## config.mk

```make
export PLATFORM = sky130hd
export DESIGN_NAME = length_prefixed_frame_parser_unit
export DESIGN_NICKNAME = d
export VERILOG_FILES = /design/src/lpfp_pkg.sv /design/src/length_prefixed_frame_parser_unit.sv
export SDC_FILE = /design/constraint.sdc
export NUM_CORES = 1
export LEC_CHECK = 0
export BUFFER_PORTS_ARGS = -buffer_cell sky130_fd_sc_hd__buf_2
export CAP_MARGIN = 10
export CORE_ASPECT_RATIO = 0.5
export CORE_MARGIN = 10
export CORE_UTILIZATION = 45
export CTS_CLUSTER_SIZE = 20
export DETAILED_ROUTE_END_ITERATION = 16
export GPL_TIMING_DRIVEN = 0
export MAX_ROUTING_LAYER = met4
export PLACE_DENSITY_LB_ADDON = 0.25
export SLEW_MARGIN = 20
export SYNTH_ARGS = -nofsm -noshare
export SYNTH_HDL_FRONTEND = slang
export SYNTH_SLANG_ARGS = --single-unit
```

## constraint.sdc

```tcl
create_clock -name clk -period 7 [get_ports clk]
set_clock_uncertainty 0.15 [all_clocks]
set_input_delay 0.35 -clock clk [delete_from_list [all_inputs] [get_ports clk]]
set_output_delay 0.35 -clock clk [all_outputs]
set_load 0.005 [all_outputs]
```

## src/lpfp_pkg.sv

```systemverilog
`timescale 1ns / 1ps

package lpfp_pkg;

  localparam int unsigned ByteW = 8;
  localparam int unsigned LenW  = 12;
  localparam int unsigned OutDataW = 24;

  localparam logic [LenW-1:0] MaxPayloadReset = 12'hFFF;
  localparam logic [3:0]      LenHiMask       = 4'hF;

  typedef enum logic [2:0] {
    PH_HDR0 = 3'd0,
    PH_HDR1 = 3'd1,
    PH_HDR2 = 3'd2,
    PH_HDR3 = 3'd3,
    PH_PAY  = 3'd4,
    PH_CHK0 = 3'd5,
    PH_CHK1 = 3'd6
  } phase_t;

  typedef enum logic {
    KIND_PAYLOAD   = 1'b0,
    KIND_FRAME_END = 1'b1
  } kind_t;

  typedef struct packed {
    kind_t             kind;
    logic [ByteW-1:0]  data;
    logic [LenW-1:0]   payload_length;
  } result_t;

endpackage

```

## src/length_prefixed_frame_parser_unit.sv

```systemverilog
`timescale 1ns / 1ps

// Length-prefixed frame parser.
// The slave stream takes one received link byte per word. Each frame is a
// four-byte header, a payload and two check bytes; the payload length is the
// low nibble of header byte 1 times 256 plus header byte 2. Sync and check
// bytes are consumed without being checked. The master stream carries one
// result word per payload byte passed on (tuser 0) and one frame-end word on
// the second check byte (tuser 1, with the full header length in tdata).
// Payload bytes beyond max_payload are consumed and produce no word.
// Throughput is one byte per cycle while s_axis_tready is high: the parser
// state updates in the cycle a byte is accepted, and its result is registered
// in the output register, or in the skid register behind it if the output
// word is held, so tready stays high for one more result word while the
// receiver stalls; with both full, tready drops until the receiver takes a word.
// The config channel is always ready; a written max_payload takes effect for
// the bytes that follow. Reset (synchronous) returns the parser to header
// byte zero, sets max_payload to 4095 and empties both result registers.
module length_prefixed_frame_parser_unit (
  input  logic        clk,
  input  logic        rst,
  input  logic        s_axis_tvalid,
  output logic        s_axis_tready,
  input  logic [7:0]  s_axis_tdata,   // [7:0] rx_byte
  output logic        m_axis_tvalid,
  input  logic        m_axis_tready,
  output logic [23:0] m_axis_tdata,   // [7:0] data, [19:8] payload_length, [23:20] zero
  output logic        m_axis_tuser,   // [0] kind: 0 payload byte, 1 end of frame
  input  logic        cfg_valid,
  output logic        cfg_ready,
  input  logic [11:0] cfg_data        // [11:0] max_payload
);
  import lpfp_pkg::*;

  phase_t          phase, phase_next;
  logic [LenW-1:0] frame_length, frame_length_next;
  logic [LenW-1:0] byte_count, byte_count_next;
  logic [LenW-1:0] max_payload;

  result_t out_word, out_word_next;
  logic    out_valid, out_valid_next;
  result_t skid_word, skid_word_next;
  logic    skid_valid, skid_valid_next;

  result_t         res;
  logic            res_valid;
  logic            accept;
  logic            pop;
  logic [LenW-1:0] count_inc;

  assign s_axis_tready = !skid_valid;
  assign accept        = s_axis_tvalid && s_axis_tready;
  assign pop           = out_valid && m_axis_tready;
  assign cfg_ready     = 1'b1;

  assign m_axis_tvalid = out_valid;
  assign m_axis_tuser  = out_word.kind;
  assign m_axis_tdata  = {{(OutDataW - LenW - ByteW){1'b0}},
                          out_word.payload_length, out_word.data};

  assign count_inc = byte_count + {{(LenW-1){1'b0}}, 1'b1};

  // Parser step for the byte on the slave side.
  always_comb begin
    phase_next        = phase;
    frame_length_next = frame_length;
    byte_count_next   = byte_count;
    res               = '{kind: KIND_PAYLOAD, data: '0, payload_length: '0};
    res_valid         = 1'b0;
    case (phase)
      PH_HDR1: begin
        frame_length_next = {s_axis_tdata[3:0] & LenHiMask, {ByteW{1'b0}}};
        phase_next        = PH_HDR2;
      end
      PH_HDR2: begin
        frame_length_next = frame_length | {{(LenW-ByteW){1'b0}}, s_axis_tdata};
        phase_next        = PH_HDR3;
      end
      PH_HDR3: begin
        byte_count_next = '0;
        phase_next      = (frame_length == '0) ? PH_CHK0 : PH_PAY;
      end
      PH_PAY: begin
        if (byte_count < max_payload) begin
          res.data  = s_axis_tdata;
          res_valid = 1'b1;
        end
        byte_count_next = count_inc;
        if (count_inc >= frame_length) begin
          phase_next = PH_CHK0;
        end
      end
      PH_CHK0: begin
        phase_next = PH_CHK1;
      end
      PH_CHK1: begin
        res.kind           = KIND_FRAME_END;
        res.payload_length = frame_length;
        res_valid          = 1'b1;
        phase_next         = PH_HDR0;
      end
      default: begin
        phase_next = PH_HDR1;
      end
    endcase
  end

  // Output register with a skid register behind it.
  always_comb begin
    out_word_next   = out_word;
    out_valid_next  = out_valid;
    skid_word_next  = skid_word;
    skid_valid_next = skid_valid;
    if (pop) begin
      if (skid_valid) begin
        out_word_next   = skid_word;
        skid_valid_next = 1'b0;
      end else begin
        out_valid_next = 1'b0;
      end
    end
    if (accept && res_valid) begin
      if (!out_valid || (pop && !skid_valid)) begin
        out_word_next  = res;
        out_valid_next = 1'b1;
      end else begin
        skid_word_next  = res;
        skid_valid_next = 1'b1;
      end
    end
  end

  always_ff @(posedge clk) begin
    if (rst) begin
      phase        <= PH_HDR0;
      frame_length <= '0;
      byte_count   <= '0;
      max_payload  <= MaxPayloadReset;
      out_valid    <= 1'b0;
      skid_valid   <= 1'b0;
    end else begin
      if (accept) begin
        phase        <= phase_next;
        frame_length <= frame_length_next;
        byte_count   <= byte_count_next;
      end
      if (cfg_valid && cfg_ready) begin
        max_payload <= cfg_data;
      end
      out_valid  <= out_valid_next;
      skid_valid <= skid_valid_next;
    end
  end

  always_ff @(posedge clk) begin
    out_word  <= out_word_next;
    skid_word <= skid_word_next;
  end

  // The skid register only fills behind a held output word.
  a_skid_behind_out: assert property (@(posedge clk) disable iff (rst)
    skid_valid |-> out_valid)
    else $error("skid register holds a word while the output is empty");

  // A frame-end word never carries payload data.
  a_end_no_data: assert property (@(posedge clk) disable iff (rst)
    (m_axis_tvalid && m_axis_tuser) |-> (m_axis_tdata[7:0] == 8'h00))
    else $error("frame-end word with nonzero data");

  // A payload word never carries a length.
  a_payload_no_len: assert property (@(posedge clk) disable iff (rst)
    (m_axis_tvalid && !m_axis_tuser) |-> (m_axis_tdata[23:8] == 16'h0000))
    else $error("payload word with nonzero length field");

  // Inside the payload the count stays below the header length.
  a_count_in_frame: assert property (@(posedge clk) disable iff (rst)
    (phase == PH_PAY) |-> (byte_count < frame_length))
    else $error("payload byte count ran past the frame length");

  // A payload word only comes from a byte accepted in the payload phase.
  a_payload_source: assert property (@(posedge clk) disable iff (rst)
    (accept && res_valid && res.kind == KIND_PAYLOAD) |-> (phase == PH_PAY))
    else $error("payload word produced outside the payload phase");

endmodule
```

* After elaboration in Yosys (flattened, before gate mapping)
Index checks and enable logic that the tools add are counted.
Storage, ports and cells: flip-flop bits (word level) 83, bits of input ports 25, output and inout bits 28
Operators by class: bitwise logic cells 2, muxes and demuxes 22, order comparisons 2, $add $sub $neg 1, reductions and logical operators 14, equality and inequality tests 7
Operator list (count):
- two-way mux 21 bit | 4
- one-hot mux 12 bit (2 select lines) | 2
- one-hot mux 3 bit (6 select lines) | 1
- two-way mux 8 bit | 2
- adder 12 x 1 -> 12 bit, second input constant | 1
- >= comparator 12 bit | 1
- zero test 12 bit | 1
- less-than comparator 12 bit | 1
- two-way mux 12 bit | 1
- OR 12 x 8 -> 12 bit | 1
- two-way mux 1 bit | 10
- equality test 3 bit, second input constant | 3
- AND reduction 2 bit | 4
- equality test 3 x 2 -> 1 bit, second input constant | 2
- logical AND 1 bit | 4
- nonzero test 2 bit | 2
- equality test 3 x 1 -> 1 bit, second input constant | 1
- two-way mux 3 bit | 1
- zero test 1 bit | 2
- != test 2 bit, second input constant | 1
- one-hot mux 1 bit (2 select lines) | 1
- logical OR 1 bit | 1
- NOT 1 bit | 1

* Longest topological paths before layout
Gate-level depths: netlist (run 1).
depth after elaboration 5, mapped depth 12

* Worst setup path after synthesis (run 1)
Ideal clock, no wire load.
path type register -> register, start point register byte_count[2], end point register skid_word[0] in the netlist's numbering (enable), period minus slack after synthesis 3.107 ns, data arrival time 2.558 ns, setup slack 3.893 ns, buffers on the path 1, required time 6.451 ns, library setup time 0.399 ns, stages on the path, launching flop included 9, path through dfxtp_1 ha_1 a211o_1 a31oi_1 o221ai_2 a21oi_2 buf_2 o21ai_1 nor2_1
On the way: longest elaborated chain between the ends 5
RTL lines:
- start, declared | RTL line length_prefixed_frame_parser_unit.sv:37 | logic [LenW-1:0] byte_count, byte_count_next;
- start signal, assigned | RTL line length_prefixed_frame_parser_unit.sv:145 | byte_count <= byte_count_next;
- less-than comparator 12 bit | RTL line length_prefixed_frame_parser_unit.sv:84 | if (byte_count < max_payload) begin
- two-way mux 1 bit | RTL line length_prefixed_frame_parser_unit.sv:84
- one-hot mux 1 bit (2 select lines) | RTL line length_prefixed_frame_parser_unit.sv:70 | case (phase)
- logical AND 1 bit | RTL line length_prefixed_frame_parser_unit.sv:122 | if (accept && res_valid) begin
- AND reduction 2 bit (no source line)
- end signal, assigned | RTL line length_prefixed_frame_parser_unit.sv:157 | skid_word <= skid_word_next;
- end, declared | RTL line length_prefixed_frame_parser_unit.sv:42 | result_t skid_word, skid_word_next;
No other way between the ends. A chain may end at the register's enable or synchronous reset.

* Worst setup path in the final report (run 1)
start point register byte_count[2], end point register skid_word[14] in the netlist's numbering (enable)
Same word-level chain as after synthesis.

==> impl_metrics.yaml, run 1 <==
timing:
  relSlewSlack_pct: 37.1
  worst_hold_slack_ns: 0.0739
  final.setup.tns_ns: 0
  hold_viol: 0
  worstMarginPinSlew_ns: 0.936
  setup_ws_ns: 3.83
  period_minus_slack_ns: 3.17
  fin_crit_sh_pct: 45.3
  setup_viol: 0
  final_max_slew_viol_count: 0
  rsz0062_at_grt: "no"
  fmax_mhz: 315
final_layout:
  diodes: 0
  final_util_pct: 54.4
  drive_gt1_share_pct: 22.6
  nets: 513
  syn2layout_area_growth_pct: 16.5
die:
  die_x_um: 155
  initial_utilization_pct: 46.6
  row_count: 24
  coreArea_mm2: 0.00877
  die_area_mm2: 0.0135
  io_pins: 53
  die_y_um: 87.4
synth:
  yosysMostFrequentCell: "dfxtp_1"
  synth_top_area_share_pct: 30.3
  ys_seq_area_share_pct: 45.8
  synth.avg_cell_area_um2: 10.2
  synth_flop_cell: "dfxtp_1"
  synth_cells: 402
  synth_top_cells_by_count: "dfxtp_1, nor2_1, a21oi_1, inv_1, nand2_1"
  synth_seq_cells: 83
  synthArstFlopShare_pct: 0
  synth_area_mm2: 0.00409
  ys_warn_count: 0
  synthTopCellsByArea: "dfxtp_1, edfxtp_1, ha_1"
  synth_edf_count: 21
  yosys.area.top_type: "dfxtp_1"
  yosysUniqueCellTypes: 51
clocking:
  cts_max_path_buffers: 2
  insertion_delay_ns: 0.35
  cts.sinks: 83
  ctsHtreeMaxLevel: 3
  ctsHoldBuffers: 0
  cts_resized: 0
  clk_pin_slew_worst_paths_ns: 0.06
  numCtsBuffers: 9
  cts_setup_buffers: 0
  cts-root-buf: "clkbuf_16"
  tritoncts: "done"
power:
  p_switching_mw: 0.249
  p_int_mw: 0.774
  p_seq_share_pct: 50.0
  leakage_nw: 2.23
  powerDensity_mw_per_mm2: 215
  comb_power_share_pct: 7.8
  ir_drop_uv: 149
  clockPowerShare_pct: 42.2
  sw_frac_of_total_pct: 24.3
detailed_routing:
  drcViolationCount: 0
  drt-initial-drc-count: 197
  postRouteAntennaNets: 0
  wl_per_cell_um: 14.6
  wirelength_mm: 8.56
  num_vias: 2970
  drtPass1Iterations: 4
  via_per_inst: 5.07
grt:
  grt_max_degree: 15
  grt_pass1_vias: 2999
  overflow: 0
  antenna_found_initial: 0
  grt_usage_pct: 14.0
  grt_pass1_wl_mm: 14.7
setup_path:
  crit_required_ns: 6.91
  crit_type: "flop to flop"
  start_kind: "flop"
  worstSetupEndpointType: "flop"
  cp_max_fo: 12
  cp.arrival_ns: 3.08
run:
  cap_violations: 0
place:
  hpwl_mm: 6.57
  port_buffers: 47
  dp_slack_ns: 3.78
  gp_congestion: 0.824
run_status:
  outcome: "finished clean"
worst_hold_path:
  hold_class: "input port to flop"
worst max-delay path, stage by stage, from the launching register on:
cell and delay, ns:
dfxtp_1 0.44, ha_1 0.28, a211o_1 0.29, a31oi_1 0.19
o221ai_2 0.13, a21oi_2 0.23, buf_2 0.25, o21ai_1 0.14
nor2_2 0.51, buf_6 0.24
placed cells by master, fill, tap and decap left out, types with 3 or more instances in the layout:
master / n
dfxtp_1: 62
buf_2: 52
nor2_1: 33
inv_1: 25
nand2_1: 25
a21oi_1: 25
ha_1: 24
and2_1: 22
edfxtp_1: 21
mux2i_1: 15
mux2_2: 14
o211ai_1: 11
mux2_4: 10
clkbuf_1: 9
o21ai_0: 9
clkbuf_16: 9
xor2_1: 8
o2bb2ai_1: 8
and3_1: 7
nand3_1: 7
nor3b_1: 6
buf_4: 5
conb_1: 5
nor3_1: 4
or3_1: 3
nand2b_1: 3
xnor2_1: 3
a22oi_1: 3
o211a_1: 3
registers in the layout (all words and copies together), names as in the netlist:
register and cells:
skid_word 21, max_payload 12, m_axis_tvalid 1, skid_valid 1
byte_count 12, phase 3, m_axis_tuser 1, m_axis_tdata 20
frame_length 12
stage by stage:
| stage | total power [mW] | area, um^2 | cells |
|---|---|---|---|
| floorplan | 0.575 | 4100 | 405 |
| global placement | 0.601 | 4480 | 569 |
| detailed placement | 0.602 | 4500 | 570 |
| CTS | 1.04 | 4770 | 586 |
| global route | 1.07 | 4770 | 586 |
| finish | 1.02 | 4770 | 586 |
cell type report:
cell class	instances	area, um^2
inverter	25	93.8
buffer	20	108
fill	803	4000
tap	117	146
sequential	83	1870
timing repair buffer	48	246
clock inverter	7	45.0
multi-input combinational	277	2030
clock buffer	9	225
power by group through the flow:
stage          Clock (mW)  Combinational [mW]  Sequential, mW
3_5_place_dp            0              0.0799           0.522
4_1_cts             0.445              0.0803           0.511
6_report            0.432              0.0796           0.512
5_1_grt             0.464              0.0936           0.513
2_1_floorplan           0              0.0572           0.518
3_3_place_gp            0              0.0790           0.522
kinds of logic after synthesis:
family | count (synthesis) | share of synthesized area [%]
AND/OR/NAND/NOR | 121 | 15.1
AO/OA/AOI/OAI | 77 | 13.2
other | 2 | 0.184
adder cells (fa/ha/maj) | 24 | 7.34
multiplexers | 39 | 11.2
flip-flops | 83 | 45.8
buffers and inverters | 45 | 4.92
XOR/XNOR | 11 | 2.36
final timing paths:
| kind | startpoint | endpoint | slack, ns | cells after the start |
|---|---|---|---|---|
| worst max-delay path | byte_count[2]$_SDFFE_PP0P_ | skid_word[14]$_DFFE_PP_ | 3.83 | 9 |
| worst min-delay path | cfg_data[10] | max_payload[10]$_SDFFE_PP1P_ | 0.07 | 3 |
| worst max register to register | byte_count[2]$_SDFFE_PP0P_ | skid_word[14]$_DFFE_PP_ | 3.83 | 9 |
| worst min register to register | max_payload[2]$_SDFFE_PP1P_ | max_payload[2]$_SDFFE_PP1P_ | 0.33 | 2 |
layer usage:
| metal | vias to the layer above | global-route usage, % | wire length [um] |
|---|---|---|---|
| met3 | 12 | 4.98 | 471 |
| li1 | 1551 | - | - |
| met5 | - | - | 0 |
| met2 | 63 | 20.6 | 3570 |
| met1 | 1344 | 17.4 | 4390 |
| met4 | 0 | 5.03 | 122 |
Power figures use the tool's default switching activity.
==> run 2, diff against run 1 <==
- clock period: 7 -> 3 ns (I/O delays scaled with it)
==> impl_metrics.yaml, run 2 (same netlist as run 1, synthesis figures left out) <==
clocking:
  insertion_delay_ns: 0.34
  cts_max_path_buffers: 2
  cts-root-buf: "clkbuf_16"
  ctsHtreeMaxLevel: 3
  numCtsBuffers: 9
  cts.sinks: 83
  clk_pin_slew_worst_paths_ns: 0.06
  tritoncts: "done"
detailed_routing:
  drt-initial-drc-count: 248
  num_vias: 3071
  wl_per_cell_um: 14.9
  wirelength_mm: 9.13
  drcViolationCount: 0
  postRouteAntennaNets: 0
  drtPass1Iterations: 4
  via_per_inst: 5.02
power:
  leakage_nw: 2.37
  powerDensity_mw_per_mm2: 498
  p_total_mw: 2.56
  ir_drop_uv: 293
grt:
  overflow: 0
  grt_max_degree: 14
  antenna_found_initial: 0
  met1_usage_pct: 17.5
  grt_usage_pct: 14.2
  grt_pass1_wl_mm: 15.0
  met3_usage_pct: 4.24
  grt_pass1_vias: 3006
  gr-max-usage-layer: "met2"
  grtUsageMet2_pct: 22.4
final_layout:
  top_register: "skid_word"
  syn2layout_area_growth_pct: 25.7
  fillers: 760
  final_common_cell: "dfxtp_1"
  final_cell_mix: "dfxtp_1, buf_2, nor2_1"
  diodes: 0
  drive_gt1_share_pct: 23.6
  nets: 540
  largest_register_ffs: 21
place:
  gp_congestion: 0.837
  port_buffers: 47
  dp_slack_ns: -0.428
  hpwl_mm: 6.55
timing:
  worstMarginPinSlew_ns: 0.917
  setup_ws_ns: 0.103
  setup_viol: 0
  relSlewSlack_pct: 38.4
  rsz0062_at_grt: "yes"
  fmax_mhz: 345
  worst_hold_slack_ns: 0.162
  hold_viol: 0
  period_minus_slack_ns: 2.90
  fin_crit_sh_pct: 96.6
  final_max_slew_viol_count: 0
die:
  die_area_mm2: 0.0135
  initial_utilization_pct: 46.6
  io_pins: 53
  row_count: 24
  die_y_um: 87.4
  die_x_um: 155
  coreArea_mm2: 0.00877
setup_path:
  cp.arrival_ns: 2.96
  crit_type: "flop to flop"
  crit_required_ns: 3.06
  cp_max_fo: 6
  worstSetupEndpointType: "flop"
  start_kind: "flop"
  r2r_cells: 12
worst_hold_path:
  hold_depth: 4
  hold_class: "input port to flop"
run_status:
  outcome: "finished clean"
run:
  cap_violations: 0
==> run 2: changes by cell type in the layout (fill, tap and decap cells not counted), sizes merged <==
cell	before	now
clkbuf	18	19
buf	59	60
clkinv	5	1
bufinv	0	2
nor2	34	35
dlygate4sd3	0	25
==> run 2: metrics by stage <==
step / util, % / std cells / cell area, um^2 / setup TNS, ns
final: 58.6 / 612 / 5140 / 0
after global routing: 58.6 / 612 / 5140 / -0.145
after CTS: 57.9 / 610 / 5070 / 0
after detailed placement: 51.2 / 569 / 4490 / -9.08
after global placement: 51.2 / 569 / 4490 / -8.58
after floorplan: - / 405 / 4100 / 0
==> run 2: routing by layer <==
metal  up-vias  routed length [um]
met3        10                 444
met5         -                   0
met2        64                4020
met4         0                  87
met1      1402                4580
li1       1595                   -
==> run 2: layout make-up <==
type                            count  area [um^2]  share of cell area (%)
Buffer                             20          108                    2.09
Sequential cell                    83         1880                    36.6
Clock buffer                       10          229                    4.45
Tap cell                          117          146                    2.85
Timing Repair Buffer               74          526                    10.2
Clock inverter                      5         78.8                    1.53
Inverter                           25         93.8                    1.83
Multi-Input combinational cell    278         2080                    40.4
==> run 2: critical path, cell delays in order, from the launching register on <==
cell,delay [ns]
dfxtp_4,0.38
and3_4,0.21
and3_4,0.20
and3_4,0.21
and3_2,0.23
xor2_2,0.16
ha_1,0.27
a211oi_2,0.21
nor2_1,0.07
o31a_1,0.23
a31o_2,0.22
mux2i_1,0.18
nor2_1,0.05
==> run 2: where the power goes <==
| group | internal, mW | total, mW | switching (mW) |
|---|---|---|---|
| logic | 0.102 | 0.215 | 0.113 |
| clock network | 0.721 | 1.15 | 0.429 |
| registers | 1.17 | 1.19 | 0.0234 |
| total | 1.99 | 2.56 | 0.565 |
==> run 2: final timing paths <==
path / slack (ns) / to / start
worst max register to register: 0.10 / phase[0]$_SDFFE_PP0P_ / byte_count[2]$_SDFFE_PP0P_
worst min register to register: 0.33 / max_payload[6]$_SDFFE_PP1P_ / max_payload[6]$_SDFFE_PP1P_
worst min-delay path: 0.16 / phase[2]$_SDFFE_PP0P_ / s_axis_tvalid
worst max-delay path: 0.10 / phase[0]$_SDFFE_PP0P_ / byte_count[2]$_SDFFE_PP0P_
==> run 2: repair_timing <==
item | 4_1_cts | 5_1_grt
setup buffers | 0 | 2
hold buffers | 25 | 0
hold endpoints to repair | 36 | 0
resized for setup | 7 | 7
endpoints found under the setup margin | 22 | 22
pin swaps | 0 | 2
cloned | 1 | 0
==> run 3, diff against run 2 <==
- CORE_UTILIZATION: 45 -> 52
- clock period: 3 -> 2.4 ns (I/O delays scaled with it)
==> impl_metrics.yaml, run 3 (same netlist as run 1, synthesis figures left out) <==
grt:
  gr-max-usage-layer: "met2"
  overflow: 0
  met1_usage_pct: 19.6
  antenna_found_initial: 1
  grt_pass1_vias: 3149
  grtUsageMet2_pct: 26.9
  met3_usage_pct: 4.99
  grt_usage_pct: 16.7
  grt_pass1_wl_mm: 15.6
  grt_max_degree: 15
power:
  p_total_mw: 3.04
  leakage_nw: 2.43
  ir_drop_uv: 432
  powerDensity_mw_per_mm2: 563
place:
  dp_slack_ns: -0.589
  hpwl_mm: 6.40
  port_buffers: 47
  gp_congestion: 0.780
  dp.cells: 560
  place_area_mm2: 0.00450
final_layout:
  drive_gt1_share_pct: 30.8
  top_register: "skid_word"
  nets: 557
  finalInstanceArea_mm2: 0.00540
  final_util_pct: 72.1
  syn2layout_area_growth_pct: 32.1
  final_cell_mix: "buf_2, dfxtp_1, nor2_1"
  largest_register_ffs: 21
  finalNonFillerCells: 622
die:
  coreArea_mm2: 0.00749
  die_area_mm2: 0.0120
  die_y_um: 82.7
  die_x_um: 145
  io_pins: 53
  initial_utilization_pct: 54.6
  row_count: 22
run_status:
  violations: "negative setup slack"
  outcome: "finished, violations left"
clocking:
  numCtsBuffers: 9
  insertion_delay_ns: 0.34
  cts-root-buf: "clkbuf_16"
  tritoncts: "done"
  cts_max_path_buffers: 2
  clk_pin_slew_worst_paths_ns: 0.06
  ctsHtreeMaxLevel: 3
  cts.sinks: 83
timing:
  worst_hold_slack_ns: 0.102
  hold_viol: 0
  rsz0062_at_grt: "yes"
  fmax_mhz: 366
  setup_ws_ns: -0.333
  relSlewSlack_pct: 38.5
  worstMarginPinSlew_ns: 0.915
  fin_crit_sh_pct: 114
  setup_viol: 24
  final.setup.tns_ns: -1.47
  period_minus_slack_ns: 2.73
  final_max_slew_viol_count: 0
run:
  cap_violations: 0
detailed_routing:
  drt-initial-drc-count: 151
  drcViolationCount: 0
  drtPass1Iterations: 4
  wirelength_mm: 9.63
  via_per_inst: 5.16
  num_vias: 3209
  wl_per_cell_um: 15.5
  postRouteAntennaNets: 0
setup_path:
  cp_max_fo: 4
  cp_slowest_stage_delay_ns: 0.36
  crit_required_ns: 2.47
  worstSetupEndpointType: "flop"
  start_kind: "flop"
  crit_type: "flop to flop"
  cp.arrival_ns: 2.80
  cp_common_cell: "and3_4"
  critical_path.slowest_cell: "dfxtp_2"
  crit_chain: "and3_4 -> and3_4 -> and3_4 -> and3_4 -> xor2_2 -> ha_1 -> a211oi_2 -> nor2_1 -> o31a_1 -> a31o_2 -> mux2i_1 -> nor2_1"
worst_hold_path:
  hold_class: "input port to flop"
run 3: cell types whose count changed in the layout (fill, tap and decap cells not counted), sizes merged:
| cell | previous run | this run |
|---|---|---|
| bufinv | 2 | 0 |
| clkbuf | 19 | 21 |
| buf | 60 | 76 |
| diode | 0 | 1 |
| clkinv | 1 | 2 |
| clkinvlp | 2 | 3 |
run 3: report_power, final:
group	total, mW	switching (mW)	internal, mW
clock	1.27	0.565	0.704
sequential	1.49	0.0301	1.46
combinational	0.283	0.147	0.136
total	3.04	0.742	2.30
run 3: cell type report:
type                       count  area [um^2]
sequential                    83         1900
clock buffer                  11          233
clock inverter                 5         40.0
timing repair buffer          91          682
antenna                        1         2.50
fill                         565         2090
buffer                        20          116
tap                          108          135
inverter                      25         93.8
multi-input combinational    278         2200
run 3: path summary, 6_finish.rpt:
| kind | cells after the start | start | slack [ns] | end |
|---|---|---|---|---|
| worst max-delay path | 12 | byte_count[1]$_SDFFE_PP0P_ | -0.33 | phase[0]$_SDFFE_PP0P_ |
| worst min-delay path | 4 | s_axis_tvalid | 0.10 | phase[2]$_SDFFE_PP0P_ |
| worst max register to register | 12 | byte_count[1]$_SDFFE_PP0P_ | -0.33 | phase[0]$_SDFFE_PP0P_ |
| worst min register to register | 2 | max_payload[6]$_SDFFE_PP1P_ | 0.33 | max_payload[6]$_SDFFE_PP1P_ |
run 3: timing repair:
item	CTS	global route
gates cloned	2	1
gates resized for setup	35	11
buffers inserted	14	3
hold buffers	25	0
pin swaps	7	7
endpoints found under the setup margin	40	45
hold endpoints to repair	41	0
run 3: worst max-delay path: cells and delay by family (launching register included):
| kind | cells | cell delay, ns |
|---|---|---|
| muxes | 1 | 0.14 |
| DFF | 1 | 0.36 |
| AOI/OAI and AO/OA | 3 | 0.63 |
| adders and majority gates | 1 | 0.27 |
| xor gates and xnor gates | 1 | 0.16 |
| and+or+nand+nor | 6 | 0.89 |
run 3: routing by layer:
layer | wire (um) | share of wire, %
met5 | 0 | 0
met4 | 104 | 1.1
met3 | 499 | 5.2
met2 | 4420 | 46
met1 | 4610 | 48
